## src/design/ebml_pkg.sv

```systemverilog
`timescale 1ns / 1ps
package ebml_pkg;

	localparam int unsigned IdW   = 32;
	localparam int unsigned SizeW = 56;
	localparam int unsigned ValW  = 64;
	localparam int unsigned RateW = 30;
	localparam int unsigned ScanW = 17;

	localparam logic [7:0]       HdrByte    = 8'h1A;
	localparam logic [IdW-1:0]   IdEbml     = 32'h1A45DFA3;
	localparam logic [IdW-1:0]   IdSegment  = 32'h18538067;
	localparam logic [IdW-1:0]   IdInfo     = 32'h1549A966;
	localparam logic [IdW-1:0]   IdVideo    = 32'h000000E0;
	localparam logic [IdW-1:0]   IdAudio    = 32'h000000E1;
	localparam logic [IdW-1:0]   IdEntry    = 32'h000000AE;
	localparam logic [IdW-1:0]   IdTracks   = 32'h1654AE6B;
	localparam logic [IdW-1:0]   IdTrkType  = 32'h00000083;
	localparam logic [IdW-1:0]   IdDefDur   = 32'h0023E383;
	localparam logic [IdW-1:0]   IdPixW     = 32'h000000B0;
	localparam logic [IdW-1:0]   IdDispW    = 32'h000054B0;
	localparam logic [IdW-1:0]   IdPixH     = 32'h000000BA;
	localparam logic [IdW-1:0]   IdDispH    = 32'h000054BA;
	localparam logic [RateW-1:0] RateNum    = 30'd1000000000;
	localparam logic [ScanW-1:0] ScanReset  = 17'd32768;

	localparam logic [1:0] StDone   = 2'd0;
	localparam logic [1:0] StReject = 2'd1;
	localparam logic [1:0] StBadLen = 2'd2;
	localparam logic [1:0] StTrunc  = 2'd3;

	typedef struct packed {
		logic       id_load;
		logic       id_shift;
		logic       size_clr;
		logic       size_load;
		logic       size_shift;
		logic       pay_load;
		logic       pay_dec;
		logic       val_clr;
		logic       val_shift;
		logic       apply;
		logic       emit;
		logic [1:0] stat;
		logic       valid;
		logic       clear;
	} ctrl_cmd_t;

	typedef struct packed {
		logic id_is_ebml;
		logic id_is_cont;
		logic first_zero;
		logic first_int;
		logic more_zero;
		logic more_int;
		logic size_int;
		logic pay_one;
		logic busy;
		logic out_full;
	} dp_stat_t;

	function automatic logic [3:0] lead_zeros(input logic [7:0] b);
		logic [3:0] n;
		n = 4'd8;
		for (int i = 0; i < 8; i++) begin
			if (b[i]) begin
				n = 4'(7 - i);
			end
		end
		return n;
	endfunction

	function automatic logic is_int_len(input logic [SizeW-1:0] s);
		return (s == 56'd1) || (s == 56'd2) || (s == 56'd4) || (s == 56'd8);
	endfunction

endpackage

```

## src/design/ebml_ctrl.sv

```systemverilog
`timescale 1ns / 1ps
module ebml_ctrl (
	input  logic                       clk,
	input  logic                       arst_n,
	input  logic                       acc,
	input  logic [7:0]                 data_byte,
	input  logic                       end_of_data,
	input  logic [ebml_pkg::ScanW-1:0] scan_limit,
	input  logic                       scan_limit_we,
	input  ebml_pkg::dp_stat_t         st,
	output ebml_pkg::ctrl_cmd_t        cmd
);
	import ebml_pkg::*;

	typedef enum logic [2:0] {
		PH_SCAN, PH_ID_FIRST, PH_ID_MORE, PH_SIZE_FIRST, PH_SIZE_MORE, PH_PAYLOAD, PH_IDLE
	} phase_t;

	phase_t           phase_q, nphase, eph;
	logic [ScanW-1:0] limit_q, scan_q, nscan;
	logic [3:0]       hdr_q, nhdr, lz, hdr_dec;
	logic             hseen_q, nhseen, fin, fzero, fint;
	ctrl_cmd_t        c;

	always_comb begin
		c = '0;
		nphase = phase_q;
		nscan = scan_q;
		nhdr = hdr_q;
		nhseen = hseen_q;
		eph = phase_q;
		fin = 1'b0;
		fzero = 1'b0;
		fint = 1'b0;
		lz = lead_zeros(data_byte);
		hdr_dec = hdr_q - 4'd1;
		if (phase_q == PH_SCAN) begin
			if (scan_q >= limit_q) begin
				eph = PH_IDLE;
			end else begin
				nscan = scan_q + 1'b1;
				eph = (data_byte == HdrByte) ? PH_ID_FIRST : PH_SCAN;
			end
			nphase = eph;
		end
		case (eph)
			PH_ID_FIRST: begin
				c.id_load = 1'b1;
				c.size_clr = 1'b1;
				if (lz == 4'd8) begin
					nphase = PH_IDLE;
					c.emit = 1'b1;
					c.stat = StBadLen;
				end else begin
					nhdr = lz;
					nphase = (lz == 4'd0) ? PH_SIZE_FIRST : PH_ID_MORE;
					if (end_of_data) begin
						c.emit = 1'b1;
						c.stat = StTrunc;
					end
				end
			end
			PH_ID_MORE: begin
				c.id_shift = 1'b1;
				nhdr = hdr_dec;
				if (hdr_dec == 4'd0) begin
					nphase = PH_SIZE_FIRST;
				end
				if (end_of_data) begin
					c.emit = 1'b1;
					c.stat = StTrunc;
				end
			end
			PH_SIZE_FIRST: begin
				if (lz == 4'd8) begin
					nphase = PH_IDLE;
					c.emit = 1'b1;
					c.stat = StBadLen;
				end else begin
					c.size_load = 1'b1;
					nhdr = lz;
					if (lz == 4'd0) begin
						fin = 1'b1;
						fzero = st.first_zero;
						fint = st.first_int;
					end else begin
						nphase = PH_SIZE_MORE;
						if (end_of_data) begin
							c.emit = 1'b1;
							c.stat = StTrunc;
						end
					end
				end
			end
			PH_SIZE_MORE: begin
				c.size_shift = 1'b1;
				nhdr = hdr_dec;
				if (hdr_dec == 4'd0) begin
					fin = 1'b1;
					fzero = st.more_zero;
					fint = st.more_int;
				end else if (end_of_data) begin
					c.emit = 1'b1;
					c.stat = StTrunc;
				end
			end
			PH_PAYLOAD: begin
				c.val_shift = st.size_int;
				c.pay_dec = 1'b1;
				if (st.pay_one) begin
					c.apply = 1'b1;
					nphase = PH_ID_FIRST;
					c.emit = 1'b1;
					c.stat = StDone;
					c.valid = st.size_int;
				end else if (end_of_data) begin
					c.emit = 1'b1;
					c.stat = StTrunc;
				end
			end
			default: begin
			end
		endcase
		if (fin) begin
			c.emit = 1'b1;
			priority if (end_of_data) begin
				c.stat = StTrunc;
			end else if (st.id_is_ebml) begin
				nhseen = 1'b1;
				nphase = PH_ID_FIRST;
				c.stat = StDone;
			end else if (!hseen_q) begin
				nphase = PH_IDLE;
				c.stat = StReject;
			end else if (st.id_is_cont) begin
				nphase = PH_ID_FIRST;
				c.stat = StDone;
			end else if (fzero) begin
				c.apply = 1'b1;
				nphase = PH_ID_FIRST;
				c.stat = StDone;
			end else begin
				c.emit = 1'b0;
				c.pay_load = 1'b1;
				c.val_clr = fint;
				nphase = PH_PAYLOAD;
			end
		end
		c.clear = end_of_data;
	end

	assign cmd = acc ? c : '0;

	always_ff @(posedge clk or negedge arst_n) begin
		if (!arst_n) begin
			phase_q <= PH_SCAN;
			scan_q <= '0;
			hdr_q <= '0;
			hseen_q <= 1'b0;
			limit_q <= ScanReset;
		end else begin
			if (scan_limit_we) begin
				limit_q <= scan_limit;
			end
			if (acc) begin
				if (end_of_data) begin
					phase_q <= PH_SCAN;
					scan_q <= '0;
					hdr_q <= '0;
					hseen_q <= 1'b0;
				end else begin
					phase_q <= nphase;
					scan_q <= nscan;
					hdr_q <= nhdr;
					hseen_q <= nhseen;
				end
			end
		end
	end

endmodule

```

## src/design/ebml_dpath.sv

```systemverilog
`timescale 1ns / 1ps
module ebml_dpath (
	input  logic                       clk,
	input  logic                       arst_n,
	input  logic [7:0]                 data_byte,
	input  ebml_pkg::ctrl_cmd_t        cmd,
	input  logic                       out_stall,
	output ebml_pkg::dp_stat_t         st,
	output logic                       out_valid,
	output logic [ebml_pkg::IdW-1:0]   element_id,
	output logic [ebml_pkg::SizeW-1:0] element_size,
	output logic [ebml_pkg::ValW-1:0]  int_value,
	output logic                       value_valid,
	output logic                       video_found,
	output logic                       audio_found,
	output logic [31:0]                frame_width,
	output logic [31:0]                frame_height,
	output logic [ebml_pkg::RateW-1:0] frame_rate,
	output logic [1:0]                 status
);
	import ebml_pkg::*;

	logic [IdW-1:0]   id_q, id_n;
	logic [SizeW-1:0] size_q, size_n, size_first, size_more, pay_q;
	logic [ValW-1:0]  val_q, val_n;
	logic             vid_q, vid_n, aud_q, aud_n;
	logic [31:0]      wid_q, wid_n, hgt_q, hgt_n;
	logic [RateW-1:0] rate_q, rate_n;
	logic             div_go;
	logic [3:0]       lz;

	logic             ovalid_q;
	logic [IdW-1:0]   oid_q;
	logic [SizeW-1:0] osize_q;
	logic [ValW-1:0]  oval_q;
	logic             ovv_q, ovid_q, oaud_q;
	logic [31:0]      owid_q, ohgt_q;
	logic [RateW-1:0] orate_q;
	logic [1:0]       ostat_q;

	logic             busy_q, keep_q;
	logic [4:0]       dcnt_q;
	logic [RateW-1:0] dvd_q, rem_q, quo_q, rem_n, quo_fin;
	logic [ValW-1:0]  dvs_q;
	logic [RateW:0]   rem2;
	logic             ge;

	always_comb begin
		lz = lead_zeros(data_byte);
		size_first = {48'd0, data_byte & (8'h7F >> lz)};
		size_more = {size_q[SizeW-9:0], data_byte};
		id_n = cmd.id_load ? {24'd0, data_byte} :
			cmd.id_shift ? {id_q[IdW-9:0], data_byte} : id_q;
		priority if (cmd.size_clr) begin
			size_n = '0;
		end else if (cmd.size_load) begin
			size_n = size_first;
		end else if (cmd.size_shift) begin
			size_n = size_more;
		end else begin
			size_n = size_q;
		end
		priority if (cmd.val_clr) begin
			val_n = '0;
		end else if (cmd.val_shift) begin
			val_n = {val_q[ValW-9:0], data_byte};
		end else begin
			val_n = val_q;
		end
		vid_n = vid_q;
		aud_n = aud_q;
		wid_n = wid_q;
		hgt_n = hgt_q;
		rate_n = rate_q;
		div_go = 1'b0;
		if (cmd.apply) begin
			if (id_q == IdTrkType) begin
				if (val_n == 64'd1) begin
					vid_n = 1'b1;
				end else if (val_n == 64'd2) begin
					aud_n = 1'b1;
				end
			end
			if (id_q == IdDefDur) begin
				if (val_n == '0) begin
					rate_n = '0;
				end else begin
					div_go = 1'b1;
				end
			end
			if (id_q == IdPixW || id_q == IdDispW) begin
				wid_n = val_n[31:0];
			end
			if (id_q == IdPixH || id_q == IdDispH) begin
				hgt_n = val_n[31:0];
			end
		end
		rem2 = {rem_q, dvd_q[RateW-1]};
		ge = {33'd0, rem2} >= dvs_q;
		rem_n = ge ? RateW'(rem2 - dvs_q[RateW:0]) : rem2[RateW-1:0];
		quo_fin = {quo_q[RateW-2:0], ge};
	end

	always_comb begin
		st.id_is_ebml = id_q == IdEbml;
		st.id_is_cont = id_q == IdSegment || id_q == IdInfo || id_q == IdVideo ||
			id_q == IdAudio || id_q == IdEntry || id_q == IdTracks;
		st.first_zero = size_first == '0;
		st.first_int = is_int_len(size_first);
		st.more_zero = size_more == '0;
		st.more_int = is_int_len(size_more);
		st.size_int = is_int_len(size_q);
		st.pay_one = pay_q == 56'd1;
		st.busy = busy_q;
		st.out_full = ovalid_q;
	end

	always_ff @(posedge clk or negedge arst_n) begin
		if (!arst_n) begin
			id_q <= '0;
			size_q <= '0;
			pay_q <= '0;
			val_q <= '0;
			vid_q <= 1'b0;
			aud_q <= 1'b0;
			wid_q <= '0;
			hgt_q <= '0;
			rate_q <= '0;
			ovalid_q <= 1'b0;
			busy_q <= 1'b0;
			keep_q <= 1'b0;
			dcnt_q <= '0;
		end else begin
			if (cmd.clear) begin
				id_q <= '0;
				size_q <= '0;
				pay_q <= '0;
				val_q <= '0;
				vid_q <= 1'b0;
				aud_q <= 1'b0;
				wid_q <= '0;
				hgt_q <= '0;
				rate_q <= '0;
			end else begin
				id_q <= id_n;
				size_q <= size_n;
				val_q <= val_n;
				vid_q <= vid_n;
				aud_q <= aud_n;
				wid_q <= wid_n;
				hgt_q <= hgt_n;
				rate_q <= rate_n;
				if (cmd.pay_load) begin
					pay_q <= size_n;
				end else if (cmd.pay_dec) begin
					pay_q <= pay_q - 1'b1;
				end
			end
			if (ovalid_q && !out_stall) begin
				ovalid_q <= 1'b0;
			end
			if (cmd.emit) begin
				ovalid_q <= !div_go;
				oid_q <= id_n;
				osize_q <= size_n;
				oval_q <= val_n;
				ovv_q <= cmd.valid;
				ovid_q <= vid_n;
				oaud_q <= aud_n;
				owid_q <= wid_n;
				ohgt_q <= hgt_n;
				orate_q <= rate_n;
				ostat_q <= cmd.stat;
			end
			if (div_go) begin
				busy_q <= 1'b1;
				keep_q <= !cmd.clear;
				dcnt_q <= '0;
				dvd_q <= RateNum;
				rem_q <= '0;
				quo_q <= '0;
				dvs_q <= val_n;
			end else if (busy_q) begin
				dvd_q <= {dvd_q[RateW-2:0], 1'b0};
				rem_q <= rem_n;
				quo_q <= quo_fin;
				dcnt_q <= dcnt_q + 1'b1;
				if (dcnt_q == 5'(RateW - 1)) begin
					busy_q <= 1'b0;
					ovalid_q <= 1'b1;
					orate_q <= quo_fin;
					if (keep_q) begin
						rate_q <= quo_fin;
					end
				end
			end
		end
	end

	assign out_valid = ovalid_q;
	assign element_id = oid_q;
	assign element_size = osize_q;
	assign int_value = oval_q;
	assign value_valid = ovv_q;
	assign video_found = ovid_q;
	assign audio_found = oaud_q;
	assign frame_width = owid_q;
	assign frame_height = ohgt_q;
	assign frame_rate = orate_q;
	assign status = ostat_q;

endmodule

```

## src/design/ebml_element_stream_parser_unit.sv

```systemverilog
`timescale 1ns / 1ps
// One byte per cycle unless stalled; each result is registered from the byte that causes it.
// A DefaultDuration element with a nonzero value runs the restoring divider
// (one quotient bit per cycle); input stalls meanwhile.
// Input also stalls while a result is held and the output is stalled.
// Reset (arst_n low) clears all parse state and sets scan_limit to 32768.
module ebml_element_stream_parser_unit (
	input  logic                       clk,
	input  logic                       arst_n,
	input  logic                       scan_limit_we,
	input  logic [ebml_pkg::ScanW-1:0] scan_limit,
	input  logic                       in_valid,
	output logic                       in_stall,
	input  logic [7:0]                 data_byte,
	input  logic                       end_of_data,
	output logic                       out_valid,
	input  logic                       out_stall,
	output logic [ebml_pkg::IdW-1:0]   element_id,
	output logic [ebml_pkg::SizeW-1:0] element_size,
	output logic [ebml_pkg::ValW-1:0]  int_value,
	output logic                       value_valid,
	output logic                       video_found,
	output logic                       audio_found,
	output logic [31:0]                frame_width,
	output logic [31:0]                frame_height,
	output logic [ebml_pkg::RateW-1:0] frame_rate,
	output logic [1:0]                 status
);
	import ebml_pkg::*;

	ctrl_cmd_t cmd;
	dp_stat_t  st;
	logic      acc;

	assign in_stall = st.busy || (st.out_full && out_stall);
	assign acc = in_valid && !in_stall;

	ebml_ctrl u_ctrl (
		.clk(clk),
		.arst_n(arst_n),
		.acc(acc),
		.data_byte(data_byte),
		.end_of_data(end_of_data),
		.scan_limit(scan_limit),
		.scan_limit_we(scan_limit_we),
		.st(st),
		.cmd(cmd)
	);

	ebml_dpath u_dpath (
		.clk(clk),
		.arst_n(arst_n),
		.data_byte(data_byte),
		.cmd(cmd),
		.out_stall(out_stall),
		.st(st),
		.out_valid(out_valid),
		.element_id(element_id),
		.element_size(element_size),
		.int_value(int_value),
		.value_valid(value_valid),
		.video_found(video_found),
		.audio_found(audio_found),
		.frame_width(frame_width),
		.frame_height(frame_height),
		.frame_rate(frame_rate),
		.status(status)
	);

	a_busy_stalls: assert property (@(posedge clk) disable iff (!arst_n)
		st.busy |-> in_stall) else $error("input taken during divide");

	a_rate_range: assert property (@(posedge clk) disable iff (!arst_n)
		out_valid |-> frame_rate <= RateNum) else $error("frame rate out of range");

	a_no_out_busy: assert property (@(posedge clk) disable iff (!arst_n)
		st.busy |-> !out_valid) else $error("result shown before divide done");

	a_valid_done: assert property (@(posedge clk) disable iff (!arst_n)
		(out_valid && value_valid) |-> status == StDone) else $error("valid value on error");

endmodule

```

## config.mk

```make
export PLATFORM = sky130hd
export DESIGN_NAME = ebml_element_stream_parser_unit
export DESIGN_NICKNAME = d
export VERILOG_FILES = /design/src/design/ebml_pkg.sv /design/src/design/ebml_ctrl.sv /design/src/design/ebml_dpath.sv /design/src/design/ebml_element_stream_parser_unit.sv
export SDC_FILE = /design/constraint.sdc
export NUM_CORES = 1
export LEC_CHECK = 0
export BUFFER_PORTS_ARGS = -buffer_cell sky130_fd_sc_hd__buf_2
export CAP_MARGIN = 20
export CORE_UTILIZATION = 30
export CTS_CLUSTER_DIAMETER = 40
export DETAILED_ROUTE_END_ITERATION = 7
export PLACE_DENSITY = 0.55
export REMOVE_ABC_BUFFERS = 1
export SLEW_MARGIN = 20
export SYNTH_ARGS = -nofsm -noshare
export SYNTH_HDL_FRONTEND = slang
export SYNTH_SLANG_ARGS = --single-unit
```

## constraint.sdc

```tcl
create_clock -name clk -period 35.7 [get_ports clk]
set_input_delay 3.57 -clock clk [delete_from_list [all_inputs] [get_ports clk]]
set_output_delay 3.57 -clock clk [all_outputs]
set_load 0.01 [all_outputs]
```

# ---- Word level (Yosys, flattened, before mapping)
# Cells that the tools add are included.
# W data, S select, Z words.
dict set report op_classes {
  order_cmp 2
  reduce_logical 44
  mux 144
  shift 1
  bitwise_logic 1
  add_sub_neg 5
  n_eq_ne 38
}
# cell n
set ops {}
lappend ops {{$mux W30} 16}
lappend ops {{$mux W56} 7}
lappend ops {{$mux W32} 9}
lappend ops {{$eq A32 B8 Y1 const B} 6}
lappend ops {{$mux W64} 3}
lappend ops {{$eq A56 B1 Y1 const B} 3}
lappend ops {{$eq A32 B29 Y1 const B} 4}
lappend ops {{$eq A56 B2 Y1 const B} 2}
lappend ops {{$eq A56 B3 Y1 const B} 2}
lappend ops {{$eq A56 B4 Y1 const B} 2}
lappend ops {{$logic_not A56 Y1} 2}
lappend ops {{$eq A32 B15 Y1 const B} 2}
lappend ops {{$eq A64 B1 Y1 const B} 1}
lappend ops {{$eq A64 B2 Y1 const B} 1}
lappend ops {{$ge A31 B64 Y1} 1}
lappend ops {{$logic_not A64 Y1} 1}
lappend ops {{$mux W1} 57}
lappend ops {{$mux W3} 19}
lappend ops {{$sub A56 B1 Y56 const B} 1}
lappend ops {{$mux W17} 3}
lappend ops {{$mux W4} 11}
lappend ops {{$eq A32 B22 Y1 const B} 1}
lappend ops {{$sub A30 B30 Y30} 1}
lappend ops {{$mux W2} 10}
lappend ops {{34 further kinds} 70}
dict set report totals {
  elab_cells 267
  regBits 759
}

# ---- Longest topological paths before layout
dict set report logic_depth {
  depth_word 35
  depth_mapped 14
  depth_no_buf 12
}

# ---- By module
# A second synthesis with hierarchy kept.
dict set report unflattened {
  cells_unflattened 3090
  area_unflattened_um2 35011.1
}
# mod instances area_each_um2 cells_each
set modules_own_cells {}
lappend modules_own_cells {ebml_dpath 1 31974.4 2723}
lappend modules_own_cells {ebml_ctrl 1 3019.1 364}
lappend modules_own_cells {ebml_element_stream_parser_unit 1 17.5 3}

# ---- Worst setup path before layout
# No wires, ideal clock.
dict set report synth_path {
  path_type {input -> register}
  start {input port data_byte[4]}
  end {register u_dpath.oaud_q, in the netlist u_dpath.audio_found (enable)}
  path_buffers 4
  path_slack_ns 20.037
  t_arrival_ns 14.857
  path_stages 12
  path_cell_list {buf_2 or4_4 o21a_1 a2111oi_4 a21o_1 or3b_1 buf_2 o22ai_1 or2_1 clkbuf_1 buf_2 nor2_1}
}
dict set report synth_between {
  elab_chain_cells 18
}
# element line
set synth_rtl {}
lappend synth_rtl {{start, declared} ebml_element_stream_parser_unit.sv:14} ;# input logic [7:0] data_byte,
lappend synth_rtl {{$mux W4 (4 in series)} ebml_pkg.sv:66} ;# if (b[i]) begin
lappend synth_rtl {{$shr A7 B4 Y8} ebml_dpath.sv:50} ;# size_first = {48'd0, data_byte & (8'h7F >> lz)};
lappend synth_rtl {{$and A8 B8 Y8} ebml_dpath.sv:50}
lappend synth_rtl {{$logic_not A56 Y1} ebml_dpath.sv:108} ;# st.first_zero = size_first == '0;
lappend synth_rtl {{$mux W1} ebml_ctrl.sv:82} ;# if (lz == 4'd0) begin
lappend synth_rtl {{$mux W1} ebml_ctrl.sv:75} ;# if (lz == 4'd8) begin
lappend synth_rtl {{$pmux W1 S2} ebml_ctrl.sv:46} ;# case (eph)
lappend synth_rtl {{$mux W1} ebml_ctrl.sv:138} ;# end else if (fzero) begin
lappend synth_rtl {{$mux W2} ebml_ctrl.sv:135} ;# end else if (st.id_is_cont) begin
lappend synth_rtl {{$mux W2} ebml_ctrl.sv:132} ;# end else if (!hseen_q) begin
lappend synth_rtl {{$mux W2} ebml_ctrl.sv:128} ;# end else if (st.id_is_ebml) begin
lappend synth_rtl {{$mux W2} ebml_ctrl.sv:126} ;# priority if (end_of_data) begin
lappend synth_rtl {{$mux W4 *} ebml_ctrl.sv:124} ;# if (fin) begin
lappend synth_rtl {{$mux W15 *} ebml_ctrl.sv:152} ;# assign cmd = acc ? c : '0;
lappend synth_rtl {{$reduce_and A2 Y1 (no line) *} -}
lappend synth_rtl {{end signal, assigned} ebml_dpath.sv:169} ;# oaud_q <= aud_n;
lappend synth_rtl {{end, declared} ebml_dpath.sv:36} ;# logic ovv_q, ovid_q, oaud_q;
# Mark *: on every way between the ends. The rest lies on a longest branch, timed or not.
# A chain may end at the register's enable or synchronous reset.

# ---- Final worst setup path
dict set report layout_path {
  start {input port out_stall}
  end {output port in_stall}
}
dict set report layout_between {
  elab_chain_cells 2
}
# element line
set layout_rtl {}
lappend layout_rtl {{start, declared} ebml_element_stream_parser_unit.sv:17} ;# input logic out_stall,
lappend layout_rtl {{$logic_and A1 B1 Y1} ebml_element_stream_parser_unit.sv:35} ;# assign in_stall = st.busy || (st.out_full && out_stall);
lappend layout_rtl {{$logic_or A1 B1 Y1} ebml_element_stream_parser_unit.sv:35}
lappend layout_rtl {{end, declared} ebml_element_stream_parser_unit.sv:13} ;# output logic in_stall,
# Every way passes these cells.

==> run_results.csv <==
group,metric,value,unit
routing,firstDrtPassIters,5,
timing,slew-limit-headroom,30.56,%
critical_path,timing.setup.critical_path_class,"in2out",
timing,layout_worst_path_cycle_share,22.35,%
floorplanning,die_h,343.3,um
yosys,synth_adder_area_share,2.027,%
critical_path,reg2reg_to,"u_dpath.rem_q[27]$_SDFFCE_PN0P_",
clocking,clock_path_buffers,3,
pwr,total_leakage_power,19.28,nW
place,dp.final_hpwl,69440,um
timing,setup_viol_count_final,0,
yosys,synth_edf_count,404,
place,pre_cts_ws,27.24,ns
clocking,cts_hold_buf,0,
worst_hold_path,class_of_the_tightest_hold_or_removal_check,"reg2reg",
clocking,cts.sinks,758,
yosys,dominant_cell_by_count_in_the_synthesized_netlist,"sky130_fd_sc_hd__nor2_1",
final_layout,layout-area-overhead-vs-synth,21.00,%
clocking,cts_made_buffers,121,
routing,routed_wirelength,102900,um
yosys,synth_top_flop_cell,"sky130_fd_sc_hd__edfxtp_1",
place,portBuffers,283,
pwr,power,2.236,mW
routing,detail-route-antenna-nets,0,
floorplanning,start_util,30.39,%
clocking,cts_htree_levels,3,
job,max-cap-violations,0,
yosys,post_synth_instance_area,34940,sq um
final_layout,antenna-diode-count,0,
yosys,netlist_top_cells_area,"sky130_fd_sc_hd__edfxtp_1 35%, sky130_fd_sc_hd__dfrtp_1 25%, sky130_fd_sc_hd__mux2i_1 6.0%, sky130_fd_sc_hd__nor2_1 5.3%, sky130_fd_sc_hd__nand2_1 3.0%",
timing,worst_clock_skew,0.02905,ns
yosys,synth_async_sr_flop_share,46.70,%
final_layout,final_layout_size_suffix_gt1_share,17.32,%
timing,achievable-frequency,125.3,MHz
yosys,post_synth_mux_area_share,6.435,%
yosys,synthesized_instance_count,3160,
worst_hold_path,hold_path_end,"u_dpath.keep_q$_DFFE_PN0N_",
timing,rsz0062_at_grt,"no",
timing,min_period,7.978,ns
clocking,worst_skew_pair_later_pin_latency,0.71,ns
global_routing,global_route_wire_length_before_repair,154600,um
yosys,synth.avg_cell_area,11.06,sq um
critical_path,critical_path.reg2reg.startpoint,"u_dpath.busy_q$_DFF_PN0_",
final_layout,layout.filler_cells,11320,
yosys,synthTopCellsByCount,"489 x sky130_fd_sc_hd__nor2_1, 404 x sky130_fd_sc_hd__edfxtp_1, 353 x sky130_fd_sc_hd__dfrtp_1",
clocking,cts_tree,"built",
pwr,power_per_cell_area,52.89,nW/um^2
yosys,synth_xor_xnor_area_share,2.055,%
floorplanning,die_area,117800,sq um
pwr,peakVddDrop,0.04053,mV
routing,detail_route.iter0.violations,1854,
timing,tightestPinTransition,1.031,ns
timing,timing.final.ws_setup,27.72,ns
global_routing,grt_start_max_net_pins,150,
yosys,synth_seq_cells,758,
yosys,synth_top_family_by_area,"simple AND/OR/NAND/NOR gates",
yosys,yosysTopAreaCellShare,34.72,%
timing,drv_slew,0,
routing,drcViolationCount,0,
clocking,clkTransAtPathRegs,0.05,ns
worst_hold_path,min_from,"u_dpath.keep_q$_DFFE_PN0N_",
critical_path,worstPathMaxFanout,4,
critical_path,setup.worst_path.end_class,"output pin",
timing,whs,0.4767,ns
final_layout,layout.core_utilization,36.77,%
yosys,synth_compound_area_share,9.471,%
yosys,post-synth-top-area-cell,"sky130_fd_sc_hd__edfxtp_1",
place,final_weighted_congestion_of_routability_driven_global_placement,0.8701,
global_routing,overflow,0,
global_routing,antenna_violations_before_repair,10,
routing,vias,25360,
global_routing,grt.total_usage,17.20,%
clocking,cts.root.buffer_cell,"sky130_fd_sc_hd__clkbuf_16",
floorplanning,core_area,115000,sq um
floorplanning,ios,284,
yosys,yosysWarnings,0,
timing,hold_vio_cnt_final,0,
final_layout,layout.nets,3531,
timing,tns,0,ns
global_routing,vias_in_the_first_global_route,24700,
floorplanning,placementRows,124,
critical_path,cp.arrival,4.41,ns
clocking,cts_repair_resize_count,0,
critical_path,regToRegSetupSlack,29.81,ns
routing,via_per_inst,5.009,
critical_path,critPathLaunchType,"input port",
yosys,yosysSeqAreaShare,60.08,%
yosys,post_synth_and_or_nand_nor_area_fraction,16.06,%
critical_path,cp.required,32.13,ns
clocking,postCtsSetupRepairBufs,0,
yosys,synth_cell_types,85,
routing,route.detailed.wl_per_inst,20.32,um
worst_hold_path,min_path_cells,1,
floorplanning,die_x,343.3,um
run_status,status,"finished, final reports clean",
critical_path,r2r.worst_path.cells,12,
## registers in the layout (all words and copies together) (netlist names), 29 cells and up
name and count:
u_dpath.dvs_q 64, u_dpath.int_value 64, u_dpath.val_q 64, u_dpath.element_size 56
u_dpath.pay_q 56, u_dpath.size_q 56, u_dpath.element_id 32, u_dpath.frame_height 32
u_dpath.frame_width 32, u_dpath.hgt_q 32, u_dpath.id_q 32, u_dpath.wid_q 32
u_dpath.dvd_q 30, u_dpath.frame_rate 30, u_dpath.rate_q 30, u_dpath.rem_q 30
u_dpath.quo_q 29
## routing by layer
| metal | share of wire [%] | global-route usage (%) |
|---|---|---|
| met1 | 44 | 23.26 |
| met2 | 47 | 27.46 |
| met3 | 6.2 | 3.570 |
| met4 | 2.7 | 5.630 |
| met5 | 0.13 | 0 |
## where the power goes
part	switching (mW)	internal [mW]	total [mW]
combinational	0.0483	0.0217	0.0700
sequential	0.0101	0.932	0.942
clock	0.471	0.754	1.22
## kinds of logic (layout without fill, tap and decap cells)
logic type                 count (synthesis)  count (layout)
muxes                                    223             223
and+or+nand+nor                         1204            1204
adders and majority gates                 56              56
AOI/OAI and AO/OA                        490             490
xor gates and xnor gates                  82              82
buffers and inverters                    347             738
DFF                                      758             758
## worst max path at each step
stage / cells after the start / slack [ns] / start / endpoint
detailed placement: 13 / 27.24 / out_stall / u_dpath.rem_q[27]$_SDFFCE_PN0P_
floorplan: 8 / 20.10 / data_byte[5] / u_dpath.audio_found$_DFFE_PP_
CTS: 4 / 27.80 / out_stall / in_stall
finish: 4 / 27.72 / out_stall / in_stall
global route: 13 / 27.57 / out_stall / u_dpath.rem_q[27]$_SDFFCE_PN0P_
global placement: 13 / 27.28 / out_stall / u_dpath.rem_q[29]$_SDFFCE_PN0P_
## metrics by stage
step                      area (sq um)  std cells
after global routing             42280       5063
after global placement           37980       4833
after CTS                        42280       5063
final                            42280       5063
after detailed placement         37990       4833
after floorplan                  34280       2998
## final cells by class
class                      count  area (sq um)  share of cell area, %
clock buffer                 136          3186                  7.535
clock inverter                94          1106                  2.616
inverter                     185         694.4                  1.642
multi-input combinational   2055         12670                  29.96
sequential                   758         21000                  49.66
tap                         1512          1892                  4.475
timing repair buffer         323          1739                  4.114
## placed cells by master (no fill, tap or decap), types with 25 or more instances in the layout
master,instances
sky130_fd_sc_hd__o21ai_1,32
sky130_fd_sc_hd__nor4_1,71
sky130_fd_sc_hd__inv_6,25
sky130_fd_sc_hd__clkbuf_16,122
sky130_fd_sc_hd__a211oi_1,43
sky130_fd_sc_hd__xor2_1,37
sky130_fd_sc_hd__nor3_1,95
sky130_fd_sc_hd__buf_2,282
sky130_fd_sc_hd__nand2_1,278
sky130_fd_sc_hd__nor2b_1,34
sky130_fd_sc_hd__a32oi_1,31
sky130_fd_sc_hd__buf_4,39
sky130_fd_sc_hd__dfrtp_1,352
sky130_fd_sc_hd__inv_1,183
sky130_fd_sc_hd__nor2_1,484
sky130_fd_sc_hd__ha_1,55
sky130_fd_sc_hd__xnor2_1,45
sky130_fd_sc_hd__nand3_1,43
sky130_fd_sc_hd__or2_2,30
sky130_fd_sc_hd__mux2i_1,210
sky130_fd_sc_hd__a22o_1,34
sky130_fd_sc_hd__edfxtp_1,404
sky130_fd_sc_hd__o21ai_0,116
sky130_fd_sc_hd__nand4_1,35
sky130_fd_sc_hd__a21oi_1,72
sky130_fd_sc_hd__a21o_1,25
## critical path, cell delays in order
cell and delay, ns:
sky130_fd_sc_hd__buf_2 0.11, sky130_fd_sc_hd__a21oi_1 0.48, sky130_fd_sc_hd__inv_1 0.09, sky130_fd_sc_hd__buf_2 0.16
Power figures use the tool's default switching activity.
